$ cat src/hw/rtl/l2lt_pkg.sv
// Shared types, constants and helpers for the label-to-line lookup table.
// Used by l2lt_store, l2lt_ctrl and label_to_line_table; depends on nothing.
`default_nettype none

package l2lt_pkg;

   localparam int TABLE_ENTRIES = 32;
   localparam int KEY_CHARS     = 7;
   localparam int KEY_W         = 56;
   localparam int LINE_W        = 16;
   localparam int IDX_W         = 5;
   localparam int CNT_W         = 6;
   localparam int MODE_W        = 2;
   localparam int STATUS_W      = 3;

   typedef enum logic [MODE_W-1:0] {
      MODE_ADD   = 2'd0,
      MODE_FIND  = 2'd1,
      MODE_CLEAR = 2'd2
   } mode_type;

   typedef enum logic [STATUS_W-1:0] {
      STATUS_UPDATED = 3'd0,
      STATUS_ADDED   = 3'd1,
      STATUS_FULL    = 3'd2,
      STATUS_HIT     = 3'd3,
      STATUS_MISS    = 3'd4,
      STATUS_CLEARED = 3'd5
   } status_type;

   typedef struct packed {
      logic [KEY_W-1:0]  key;
      logic [LINE_W-1:0] line;
   } entry_type;

   typedef struct packed {
      logic             rd_en;
      logic [IDX_W-1:0] rd_addr;
      logic             wr_en;
      logic [IDX_W-1:0] wr_addr;
      entry_type        wr_data;
   } mem_req_type;

   typedef struct packed {
      status_type        status;
      logic [LINE_W-1:0] found_line;
      logic [CNT_W-1:0]  entries_used;
   } result_type;

   // Keeps the top KEY_CHARS bytes up to the first zero byte; the rest reads as zero.
   function automatic logic [KEY_W-1:0] normalize_key(input logic [KEY_W-1:0] raw);
      logic [KEY_W-1:0] norm;
      logic             live;
      norm = '0;
      live = 1'b1;
      for (int i = 0; i < KEY_CHARS; i++) begin
         if (raw[KEY_W-1-8*i -: 8] == 8'h00) live = 1'b0;
         if (live) norm[KEY_W-1-8*i -: 8] = raw[KEY_W-1-8*i -: 8];
      end
      return norm;
   endfunction

endpackage

`default_nettype wire

$ cat src/hw/rtl/l2lt_store.sv
// Entry memory of the lookup table: key and line number per slot.
// One write port, one read port with registered read data; uses l2lt_pkg.
`default_nettype none

module l2lt_store
   import l2lt_pkg::*;
(
   input  wire logic        clock,
   input  wire mem_req_type mem_req,
   output entry_type        rd_data
);

   entry_type mem [TABLE_ENTRIES];
   entry_type rd_data_ff;

   always_ff @(posedge clock) begin
      if (mem_req.wr_en) begin
         mem[mem_req.wr_addr] <= mem_req.wr_data;
      end
      if (mem_req.rd_en) begin
         rd_data_ff <= mem[mem_req.rd_addr];
      end
   end

   assign rd_data = rd_data_ff;

endmodule

`default_nettype wire

$ cat src/hw/rtl/l2lt_ctrl.sv
// Sequencer of the lookup table: walks the stored entries, compares keys and
// writes back updates or new entries. Uses l2lt_pkg and drives l2lt_store.
`default_nettype none

module l2lt_ctrl
   import l2lt_pkg::*;
(
   input  wire logic              clock,
   input  wire logic              reset,
   input  wire logic              in_valid,
   output logic                   in_ready,
   input  wire logic [MODE_W-1:0] in_mode,
   input  wire logic [KEY_W-1:0]  in_key,
   input  wire logic [LINE_W-1:0] in_line,
   output logic                   res_valid,
   input  wire logic              res_ready,
   output result_type             res,
   output mem_req_type            mem_req,
   input  wire entry_type         rd_data
);

   typedef enum logic [2:0] {
      ST_IDLE = 3'b001,
      ST_SCAN = 3'b010,
      ST_DONE = 3'b100
   } state_type;

   state_type         state_ff, state_in;
   mode_type          mode_ff, mode_in;
   logic [KEY_W-1:0]  key_ff, key_in;
   logic [LINE_W-1:0] line_ff, line_in;
   logic [CNT_W-1:0]  count_ff, count_in;
   logic [CNT_W-1:0]  issue_ff, issue_in;
   logic              pend_ff, pend_in;
   logic [IDX_W-1:0]  pend_idx_ff, pend_idx_in;
   result_type        res_ff, res_in;
   logic              hit;

   // The read data belongs to the slot issued in the previous cycle.
   assign hit = pend_ff && (rd_data.key == key_ff);

   always_comb begin
      state_in    = state_ff;
      mode_in     = mode_ff;
      key_in      = key_ff;
      line_in     = line_ff;
      count_in    = count_ff;
      issue_in    = issue_ff;
      pend_in     = pend_ff;
      pend_idx_in = pend_idx_ff;
      res_in      = res_ff;
      mem_req     = '0;
      unique case (state_ff)
         ST_IDLE: begin
            if (in_valid) begin
               mode_in                = mode_type'(in_mode);
               key_in                 = normalize_key(in_key);
               line_in                = in_line;
               res_in.found_line      = '0;
               res_in.entries_used    = count_ff;
               issue_in               = '0;
               pend_in                = 1'b0;
               priority if (in_mode == MODE_CLEAR) begin
                  count_in            = '0;
                  res_in.status       = STATUS_CLEARED;
                  res_in.entries_used = '0;
                  state_in            = ST_DONE;
               end else if (in_mode == MODE_ADD && count_ff >= CNT_W'(TABLE_ENTRIES)) begin
                  res_in.status = STATUS_FULL;
                  state_in      = ST_DONE;
               end else if (in_mode == MODE_ADD || in_mode == MODE_FIND) begin
                  state_in = ST_SCAN;
               end else begin
                  res_in.status = STATUS_MISS;
                  state_in      = ST_DONE;
               end
            end
         end
         ST_SCAN: begin
            priority if (hit) begin
               pend_in  = 1'b0;
               state_in = ST_DONE;
               if (mode_ff == MODE_ADD) begin
                  mem_req.wr_en        = 1'b1;
                  mem_req.wr_addr      = pend_idx_ff;
                  mem_req.wr_data.key  = key_ff;
                  mem_req.wr_data.line = line_ff;
                  res_in.status        = STATUS_UPDATED;
               end else begin
                  res_in.status     = STATUS_HIT;
                  res_in.found_line = rd_data.line;
               end
            end else if (issue_ff < count_ff) begin
               mem_req.rd_en   = 1'b1;
               mem_req.rd_addr = issue_ff[IDX_W-1:0];
               pend_in         = 1'b1;
               pend_idx_in     = issue_ff[IDX_W-1:0];
               issue_in        = issue_ff + CNT_W'(1);
            end else begin
               pend_in  = 1'b0;
               state_in = ST_DONE;
               if (mode_ff == MODE_ADD) begin
                  mem_req.wr_en        = 1'b1;
                  mem_req.wr_addr      = count_ff[IDX_W-1:0];
                  mem_req.wr_data.key  = key_ff;
                  mem_req.wr_data.line = line_ff;
                  count_in             = count_ff + CNT_W'(1);
                  res_in.status        = STATUS_ADDED;
                  res_in.entries_used  = count_ff + CNT_W'(1);
               end else begin
                  res_in.status = STATUS_MISS;
               end
            end
         end
         ST_DONE: begin
            if (res_ready) begin
               state_in = ST_IDLE;
            end
         end
         default: begin
            state_in = ST_IDLE;
         end
      endcase
   end

   always_ff @(posedge clock) begin
      if (reset) begin
         state_ff <= ST_IDLE;
         count_ff <= '0;
         pend_ff  <= 1'b0;
      end else begin
         state_ff <= state_in;
         count_ff <= count_in;
         pend_ff  <= pend_in;
      end
   end

   always_ff @(posedge clock) begin
      mode_ff     <= mode_in;
      key_ff      <= key_in;
      line_ff     <= line_in;
      issue_ff    <= issue_in;
      pend_idx_ff <= pend_idx_in;
      res_ff      <= res_in;
   end

   assign in_ready  = (state_ff == ST_IDLE);
   assign res_valid = (state_ff == ST_DONE);
   assign res       = res_ff;

endmodule

`default_nettype wire

$ cat src/hw/rtl/label_to_line_table.sv
// Top level of the label-to-line lookup table: stream ports, result register.
// Instantiates l2lt_ctrl and l2lt_store; uses l2lt_pkg.
//
//   channel  direction  tdata (low bit up)              tuser
//   req      in         label_key[55:0], line[71:56]    mode[1:0]
//   rsp      out        found_line[15:0], used[21:16]   status[2:0]
//
// One beat is handled at a time. An add or find walks the valid entries (up to
// 32) before its result reaches the result register, since the single memory
// read port delivers one entry a cycle; a clear, a full add or an unused mode
// reaches the result register without a walk. A new beat is taken once the
// previous result moves into the result register, even while rsp stalls.
// Synchronous reset empties the table at once; no clearing pass is needed.
`default_nettype none

module label_to_line_table
   import l2lt_pkg::*;
(
   input  wire logic        clock,
   input  wire logic        reset,
   input  wire logic        req_tvalid,
   output logic             req_tready,
   input  wire logic [71:0] req_tdata,  // label_key[55:0], line_number[71:56]
   input  wire logic [1:0]  req_tuser,  // mode[1:0]
   output logic             rsp_tvalid,
   input  wire logic        rsp_tready,
   output logic [23:0]      rsp_tdata,  // found_line[15:0], entries_used[21:16], zero
   output logic [2:0]       rsp_tuser   // status[2:0]
);

   mem_req_type mem_req;
   entry_type   rd_data;
   result_type  res;
   logic        res_valid;
   logic        res_ready;
   logic        rsp_valid_ff, rsp_valid_in;
   result_type  rsp_res_ff, rsp_res_in;

   l2lt_ctrl u_ctrl (
      .clock     (clock),
      .reset     (reset),
      .in_valid  (req_tvalid),
      .in_ready  (req_tready),
      .in_mode   (req_tuser),
      .in_key    (req_tdata[KEY_W-1:0]),
      .in_line   (req_tdata[KEY_W+LINE_W-1:KEY_W]),
      .res_valid (res_valid),
      .res_ready (res_ready),
      .res       (res),
      .mem_req   (mem_req),
      .rd_data   (rd_data)
   );

   l2lt_store u_store (
      .clock   (clock),
      .mem_req (mem_req),
      .rd_data (rd_data)
   );

   assign res_ready = !rsp_valid_ff || rsp_tready;

   always_comb begin
      rsp_valid_in = rsp_valid_ff;
      rsp_res_in   = rsp_res_ff;
      if (res_valid && res_ready) begin
         rsp_valid_in = 1'b1;
         rsp_res_in   = res;
      end else if (rsp_tready) begin
         rsp_valid_in = 1'b0;
      end
   end

   always_ff @(posedge clock) begin
      if (reset) begin
         rsp_valid_ff <= 1'b0;
      end else begin
         rsp_valid_ff <= rsp_valid_in;
      end
   end

   always_ff @(posedge clock) begin
      rsp_res_ff <= rsp_res_in;
   end

   assign rsp_tvalid = rsp_valid_ff;
   assign rsp_tdata  = {2'b00, rsp_res_ff.entries_used, rsp_res_ff.found_line};
   assign rsp_tuser  = rsp_res_ff.status;

`ifndef SYNTHESIS
   a_used_bound: assert property (@(posedge clock) disable iff (reset)
      rsp_tvalid |-> (rsp_tdata[21:16] <= CNT_W'(TABLE_ENTRIES)))
      else $error("entries_used beyond table size");

   a_clear_empty: assert property (@(posedge clock) disable iff (reset)
      (rsp_tvalid && rsp_tuser == STATUS_CLEARED) |-> (rsp_tdata[21:16] == '0))
      else $error("clear left entries behind");

   a_found_only_on_hit: assert property (@(posedge clock) disable iff (reset)
      (rsp_tvalid && rsp_tuser != STATUS_HIT) |-> (rsp_tdata[15:0] == '0))
      else $error("found_line set without a hit");

   a_no_take_while_busy: assert property (@(posedge clock) disable iff (reset)
      (req_tvalid && req_tready) |=> !req_tready)
      else $error("second beat taken while one is in work");
`endif

endmodule

`default_nettype wire
$ cat config.mk
export PLATFORM = sky130hd
export DESIGN_NAME = label_to_line_table
export DESIGN_NICKNAME = d
export VERILOG_FILES = /design/src/hw/rtl/l2lt_pkg.sv /design/src/hw/rtl/l2lt_store.sv /design/src/hw/rtl/l2lt_ctrl.sv /design/src/hw/rtl/label_to_line_table.sv
export SDC_FILE = /design/constraint.sdc
export NUM_CORES = 2
export LEC_CHECK = 0
export BUFFER_PORTS_ARGS = -buffer_cell sky130_fd_sc_hd__buf_2
export CORE_MARGIN = 8
export CORE_UTILIZATION = 34
export CTS_CLUSTER_DIAMETER = 120
export CTS_CLUSTER_SIZE = 10
export DETAILED_ROUTE_END_ITERATION = 6
export PLACE_DENSITY_LB_ADDON = 0.25
export SYNTH_ARGS = -nofsm -noshare
export SYNTH_HDL_FRONTEND = slang
export SYNTH_SLANG_ARGS = --single-unit
$ cat constraint.sdc
create_clock -name clock -period 15.45 [get_ports clock]
set_input_delay 1.545 -clock clock [delete_from_list [all_inputs] [get_ports clock]]
set_output_delay 1.545 -clock clock [all_outputs]
set_load 0.03 [all_outputs]
## Word-level counts from Yosys, hierarchy flattened

Memories as Yosys holds them, arrays and structs flattened. A register that Yosys moved wholly into a read port is not among the register bits.
Cells that the tools add are included.

| storage, ports and cells | value |
|---|---|
| logic and storage cells | 133 |
| memory bits (writable) | 2304 |
| bits in registers | 146 |
| input port bits | 78 |
| memories kept | 1 |
| output and inout port bits | 29 |

Memory list:

| name | words | width | rd ports | clocked after Yosys merged registers in | wr ports | line | text |
|---|---|---|---|---|---|---|---|
| u_store.mem | 32 | 72 | 1 | 1 | 1 | l2lt_store.sv:13 | `entry_type mem [TABLE_ENTRIES];` |

| operators by class | value |
|---|---|
| mux-type cells | 65 |
| equal/unequal tests | 16 |
| bitwise logic cells | 1 |
| add/sub/neg operators | 2 |
| reduce and logical (&&, ||, !) cells | 25 |
| magnitude comparators | 2 |

Operators with widths:

| operator | number |
|---|---|
| 78-bit two-way mux | 4 |
| 84-bit two-way mux | 1 |
| 6-bit two-way mux | 10 |
| 56-bit equality test | 1 |
| 8-bit logical NOT | 7 |
| 25-bit case mux with 2 select lines | 1 |
| 3-bit two-way mux | 13 |
| 16-bit two-way mux | 2 |
| 1-bit two-way mux | 28 |
| 25-bit two-way mux | 1 |
| 6-bit case mux with 2 select lines | 2 |
| 6-bit by 1-bit adder with 6-bit output (second input constant) | 2 |
| 4-bit AND reduction | 3 |
| 3-bit case mux with 3 select lines | 1 |
| 2-bit by 1-bit inequality test with 1-bit output (second input constant) | 4 |
| 2-bit inequality test (second input constant) | 4 |
| 6-bit >= comparator (second input constant) | 1 |
| 6-bit less-than comparator | 1 |
| 3-bit AND reduction | 2 |
| 5-bit AND reduction | 1 |
| 2-bit logical NOT | 2 |
| 4-bit by 2-bit inequality test with 1-bit output (second input constant) | 1 |
| 2-bit AND reduction | 2 |
| 2-bit nonzero test | 2 |
| other kinds (12) | 15 |

## Depth between registers and ports, before layout

| logic depth | value |
|---|---|
| depth after elaboration | 22 |
| mapped depth | 14 |
| depth with buffers taken out | 11 |

## Modules after synthesis

Synthesis repeated with hierarchy kept, for this count alone.

| unflattened totals | value |
|---|---|
| cells, all modules | 4769 |
| area total of the unflattened synthesis | 96884.2 µm² |

Modules (own cells, without submodules):

| module | times used | seq. area each (µm²) | cells each | area an instance (µm²) |
|---|---|---|---|---|
| l2lt_store | 1 | 71348.4 | 4208 | 89841.2 |
| l2lt_ctrl | 1 | 3503.4 | 528 | 6218.5 |
| label_to_line_table | 1 | 770.7 | 33 | 824.5 |

## Least setup slack after synthesis

Ideal clock, no wire load.

| path | value |
|---|---|
| path kind | register to register |
| from | register u_store.rd_data[51] (netlist name) |
| to | memory u_store.mem[4][0] (netlist name) (enable) |
| setup time | 503 ps |
| required time | 14947 ps |
| stages on the path, launching flop included | 13 |
| slack | 9293 ps |
| data arrival time | 5654 ps |
| period minus slack after synthesis | 6157 ps |
| buffers on the path | 3 |
| cells stage by stage | edfxtp_1 xor2_1 nor4b_1 nor4bb_1 nand4b_1 or3_4 buf_6 buf_2 clkbuf_1 nand2_1 nand2_1 or4_4 nor2_1 |

| between the ends | value |
|---|---|
| cells in the longest elaborated chain, start to end | 6 |

Ends and longest elaborated chain:

| what | line | text |
|---|---|---|
| 56-bit equality test * | l2lt_ctrl.sv:40 | `assign hit = pend_ff && (rd_data.key == key_ff);` |
| 1-bit logical AND * | l2lt_ctrl.sv:40 |  |
| 78-bit two-way mux * | l2lt_ctrl.sv:80 | `priority if (hit) begin` |
| 84-bit two-way mux * | l2lt_ctrl.sv:53 | `unique case (state_ff)` |
| 1-bit two-way mux | l2lt_store.sv:17 | `if (mem_req.wr_en) begin` |
| 1-bit two-way mux (implied by the code) | l2lt_store.sv:18 | `mem[mem_req.wr_addr] <= mem_req.wr_data;` |
| to (decl) | l2lt_store.sv:13 |  |

Mark *: on every way between the ends. The rest lies on a longest branch, timed or not.

## Final worst setup path

| path | value |
|---|---|
| from | register u_ctrl.key_ff[4] |
| to | register u_store.rd_data[16] (netlist name) |

| between the ends | value |
|---|---|
| cells in the longest elaborated chain, start to end | 4 |

Ends and longest elaborated chain:

| what | line | text |
|---|---|---|
| from (decl) | l2lt_ctrl.sv:30 | `logic [KEY_W-1:0] key_ff, key_in;` |
| from (signal assigned) | l2lt_ctrl.sv:140 | `key_ff <= key_in;` |
| 56-bit equality test | l2lt_ctrl.sv:40 |  |
| 1-bit logical AND | l2lt_ctrl.sv:40 |  |
| 6-bit two-way mux | l2lt_ctrl.sv:80 |  |
| 84-bit two-way mux | l2lt_ctrl.sv:53 |  |

Every way passes these cells.
A chain may end at the register's enable or synchronous reset.

==> results.sh <==
export IMPL_die_w_um=557
export IMPL_clockRootBuffer="clkbuf_16"
export IMPL_pwr_share_seq_pct=52.3
export IMPL_htreeDepth=5
export IMPL_grt_usage_pct=20.2
export IMPL_clkPwrFrac_pct=43.0
export IMPL_overflow=0
export IMPL_maxCapViolCount=0
export IMPL_async_flop_share_pct=0
export IMPL_antenna_found_initial=14
export IMPL_syn_to_final_growth_pct=13.7
export IMPL_die_h_um=557
export IMPL_path_class="flip-flop to flip-flop"
export IMPL_setup_violations=0
export IMPL_portBuffers=104
export IMPL_synth_seq_cells=2522
export IMPL_slew_headroom_pct=8.07
export IMPL_ys_seq_area_share_pct=75.9
export IMPL_dieArea_um2=311000
export IMPL_grt_pass1_vias=56300
export IMPL_core_area_um2=293000
export IMPL_hold_viol=0
export IMPL_dr_max_layer_used="met4"
export IMPL_synthCells=5680
export IMPL_cts_tree="done"
export IMPL_m1WireLength_mm=135
export IMPL_required_ns=16.03
export IMPL_final_period_utilization_pct=46.0
export IMPL_drtPass1Iterations=7
export IMPL_slew_violations=0
export IMPL_drive_gt1_share_pct=18.7
export IMPL_grt_max_degree=153
export IMPL_p_leak_nw=35.6
export IMPL_run_status="finished, violations left"
export IMPL_ys_types=71
export IMPL_p_sw_mw=3.08
export IMPL_rsz0062_at_grt="false"
export IMPL_synth_commonest_cells="2,511 x edfxtp_1, 328 x clkbuf_1, 275 x mux2_2"
export IMPL_cts_sinks=2522
export IMPL_ys_top_cells_by_area="edfxtp_1 76%, mux4_2 3.3%, mux2_2 3.1%"
export IMPL_path_max_fanout=73
export IMPL_start_util_pct=34.0
export IMPL_synth_edf_count=2511
export IMPL_ios=107
export IMPL_first_iter_violations=6752
export IMPL_clkLatencyLatePin_ns=0.95
export IMPL_violations="DRC"
export IMPL_tightest_slew_ns=1.38
export IMPL_post_cts_buffers=0
export IMPL_cellPowerDensity_nw_per_um2=127
export IMPL_cp_end_kind="flip-flop"
export IMPL_grt_pass1_wl_mm=449
export IMPL_holdCritPathClass="flip-flop to flip-flop"
export IMPL_gp_congestion=0.834
export IMPL_num_rows=199
export IMPL_peakVddDrop_v=0.0000759
export IMPL_clk_pin_slew_ns=0.05
export IMPL_fmax_mhz=141
export IMPL_start_kind="flip-flop"
export IMPL_clock_path_buffers=4
export IMPL_ys_warnings_count=0
export IMPL_vias=57400
export IMPL_synth_most_common_cell="edfxtp_1"
export IMPL_yosysTopAreaCell="edfxtp_1"
export IMPL_clock_skew_ns=0.0658
export IMPL_routed_wl_met3_mm=23.2
export IMPL_totalWireLength_mm=325
export IMPL_period_needed_ns=7.10
export IMPL_ant_nets=0
export IMPL_drc_errors=8
export IMPL_num_nets_final=5946
export IMPL_rr_worst_depth=13
export IMPL_cts_buffers=304
export IMPL_yosys_area_top_type_share_pct=75.6
export IMPL_synth_ff_type="edfxtp_1"
export IMPL_fin_tns_setup_ns=0
export IMPL_post_place_ws_ns=8.43
export IMPL_arrival_ns=7.68
export IMPL_wl_met2_mm=153
export IMPL_comb_power_share_pct=4.7
export IMPL_via_per_inst=5.84
export IMPL_cts_hold_buf=0
export IMPL_intPower_mw=11.3
export IMPL_layout_setup_ws_ns=8.35
export IMPL_syn_cell_area_um2=99700
export IMPL_hold_path_depth=0
export IMPL_cts_resized=0
export IMPL_post_drt_wl_per_cell_um=33.0
export IMPL_hpwl_mm=175
export IMPL_syn_area_per_cell_um2=17.6
export IMPL_swShare_pct=21.5
-- state kept, by name, summed over array words and instances, names as in the netlist, 3 cells and up --
name,cells
u_ctrl.key_ff,56
u_store.mem,2304
u_ctrl.res,25
rsp_tdata,22
u_ctrl.issue_ff,6
u_ctrl.state_ff,3
u_store.rd_data,72
u_ctrl.line_ff,16
u_ctrl.count_ff,6
u_ctrl.pend_idx_ff,5
rsp_tuser,3
-- metal layers --
metal | vias up | GRT usage [%]
li1 | 23500 | -
met1 | 30600 | 27.7
met2 | 2718 | 32.6
met3 | 567 | 3.07
met4 | 0 | 7.71
met5 | - | 0
-- critical path, stage by stage, from the launching register on --
cell	delay, ns
edfxtp_1	0.42
xnor2_1	0.81
nor4bb_1	0.37
and4b_1	0.26
nand4_1	0.16
or3_4	0.55
buf_4	0.38
buf_4	0.52
nand4_4	0.50
buf_4	0.77
buf_4	0.60
o22ai_1	0.17
a211o_1	0.36
a22oi_1	0.76
-- cells by family (layout without fill, tap and decap cells) --
kind of cell / after synthesis / in the layout / share of synthesized area, %
flops: 2522 / 2522 / 75.9
mux: 658 / 658 / 8.76
fa+ha+maj: 10 / 10 / 0.126
xor+xnor: 51 / 51 / 0.448
other cells: 1 / 11 / 0.00376
simple gates: 834 / 834 / 4.63
compound gates: 1164 / 1164 / 8.41
buf+inv: 440 / 662 / 1.76
-- power groups by stage --
stage	logic [mW]	registers [mW]	clock network, mW
3_3_place_gp	0.674	7.65	0
3_5_place_dp	0.677	7.65	0
2_1_floorplan	0.415	7.64	0
6_report	0.678	7.51	6.17
5_1_grt	0.707	7.51	6.51
4_1_cts	0.679	7.51	6.27
-- per-stage QoR --
step	utilization, %	cell area (µm²)	hold WS, ns	std cells	total power, mW
global route	38.7	113000	0.426	9824	14.7
detailed placement	36.0	105000	0.405	9471	8.33
global placement	36.0	105000	0.408	9471	8.32
CTS	38.7	113000	0.417	9822	14.5
finish	38.7	113000	0.417	9831	14.4
floorplan	-	99700	0.400	5681	8.05
-- layout by cell type, fill, tap and decap left out, drive strengths merged, types with 7 or more instances in the layout --
master and count:
and2 147, and4 7, nor3 23, a221oi 119
xnor2 24, mux2 275, nor2 77, a2bb2oi 37
o211ai 31, buf 291, a2111oi 12, a211o 84
o22ai 216, nand2b 25, nand4 90, diode 9
o22a 40, edfxtp 2511, and3 109, mux4 144
clkbuf 341, nand2 148, mux2i 239, inv 27
nor3b 11, a41oi 70, o21ai 64, dfxtp 11
xor2 27, nand3 79, a21oi 204, o211a 8
o221ai 34, o31ai 10, nor4 24, a22oi 91
a211oi 116, ha 10, nor2b 73
-- final timing paths --
kind | from | slack (ns) | end
max | u_ctrl.key_ff[4] | 8.35 | u_store.rd_data[16]
min | u_ctrl.res[17] | 0.42 | rsp_tdata[11]
max reg2reg | u_ctrl.key_ff[4] | 8.35 | u_store.rd_data[16]
min reg2reg | u_ctrl.res[17] | 0.42 | rsp_tdata[11]
-- layout make-up --
cell class                      count  area [µm²]
Inverter                           20        85.1
Clock buffer                      341        7920
Clock inverter                     10        95.1
Sequential cell                  2522       75600
Antenna cell                        9        22.5
Fill cell                       26700      179000
Multi-Input combinational cell   2719       22700
Timing Repair Buffer              291        1990
Tap cell                         3919        4900
Note: power is estimated with default switching activity, not from simulation.
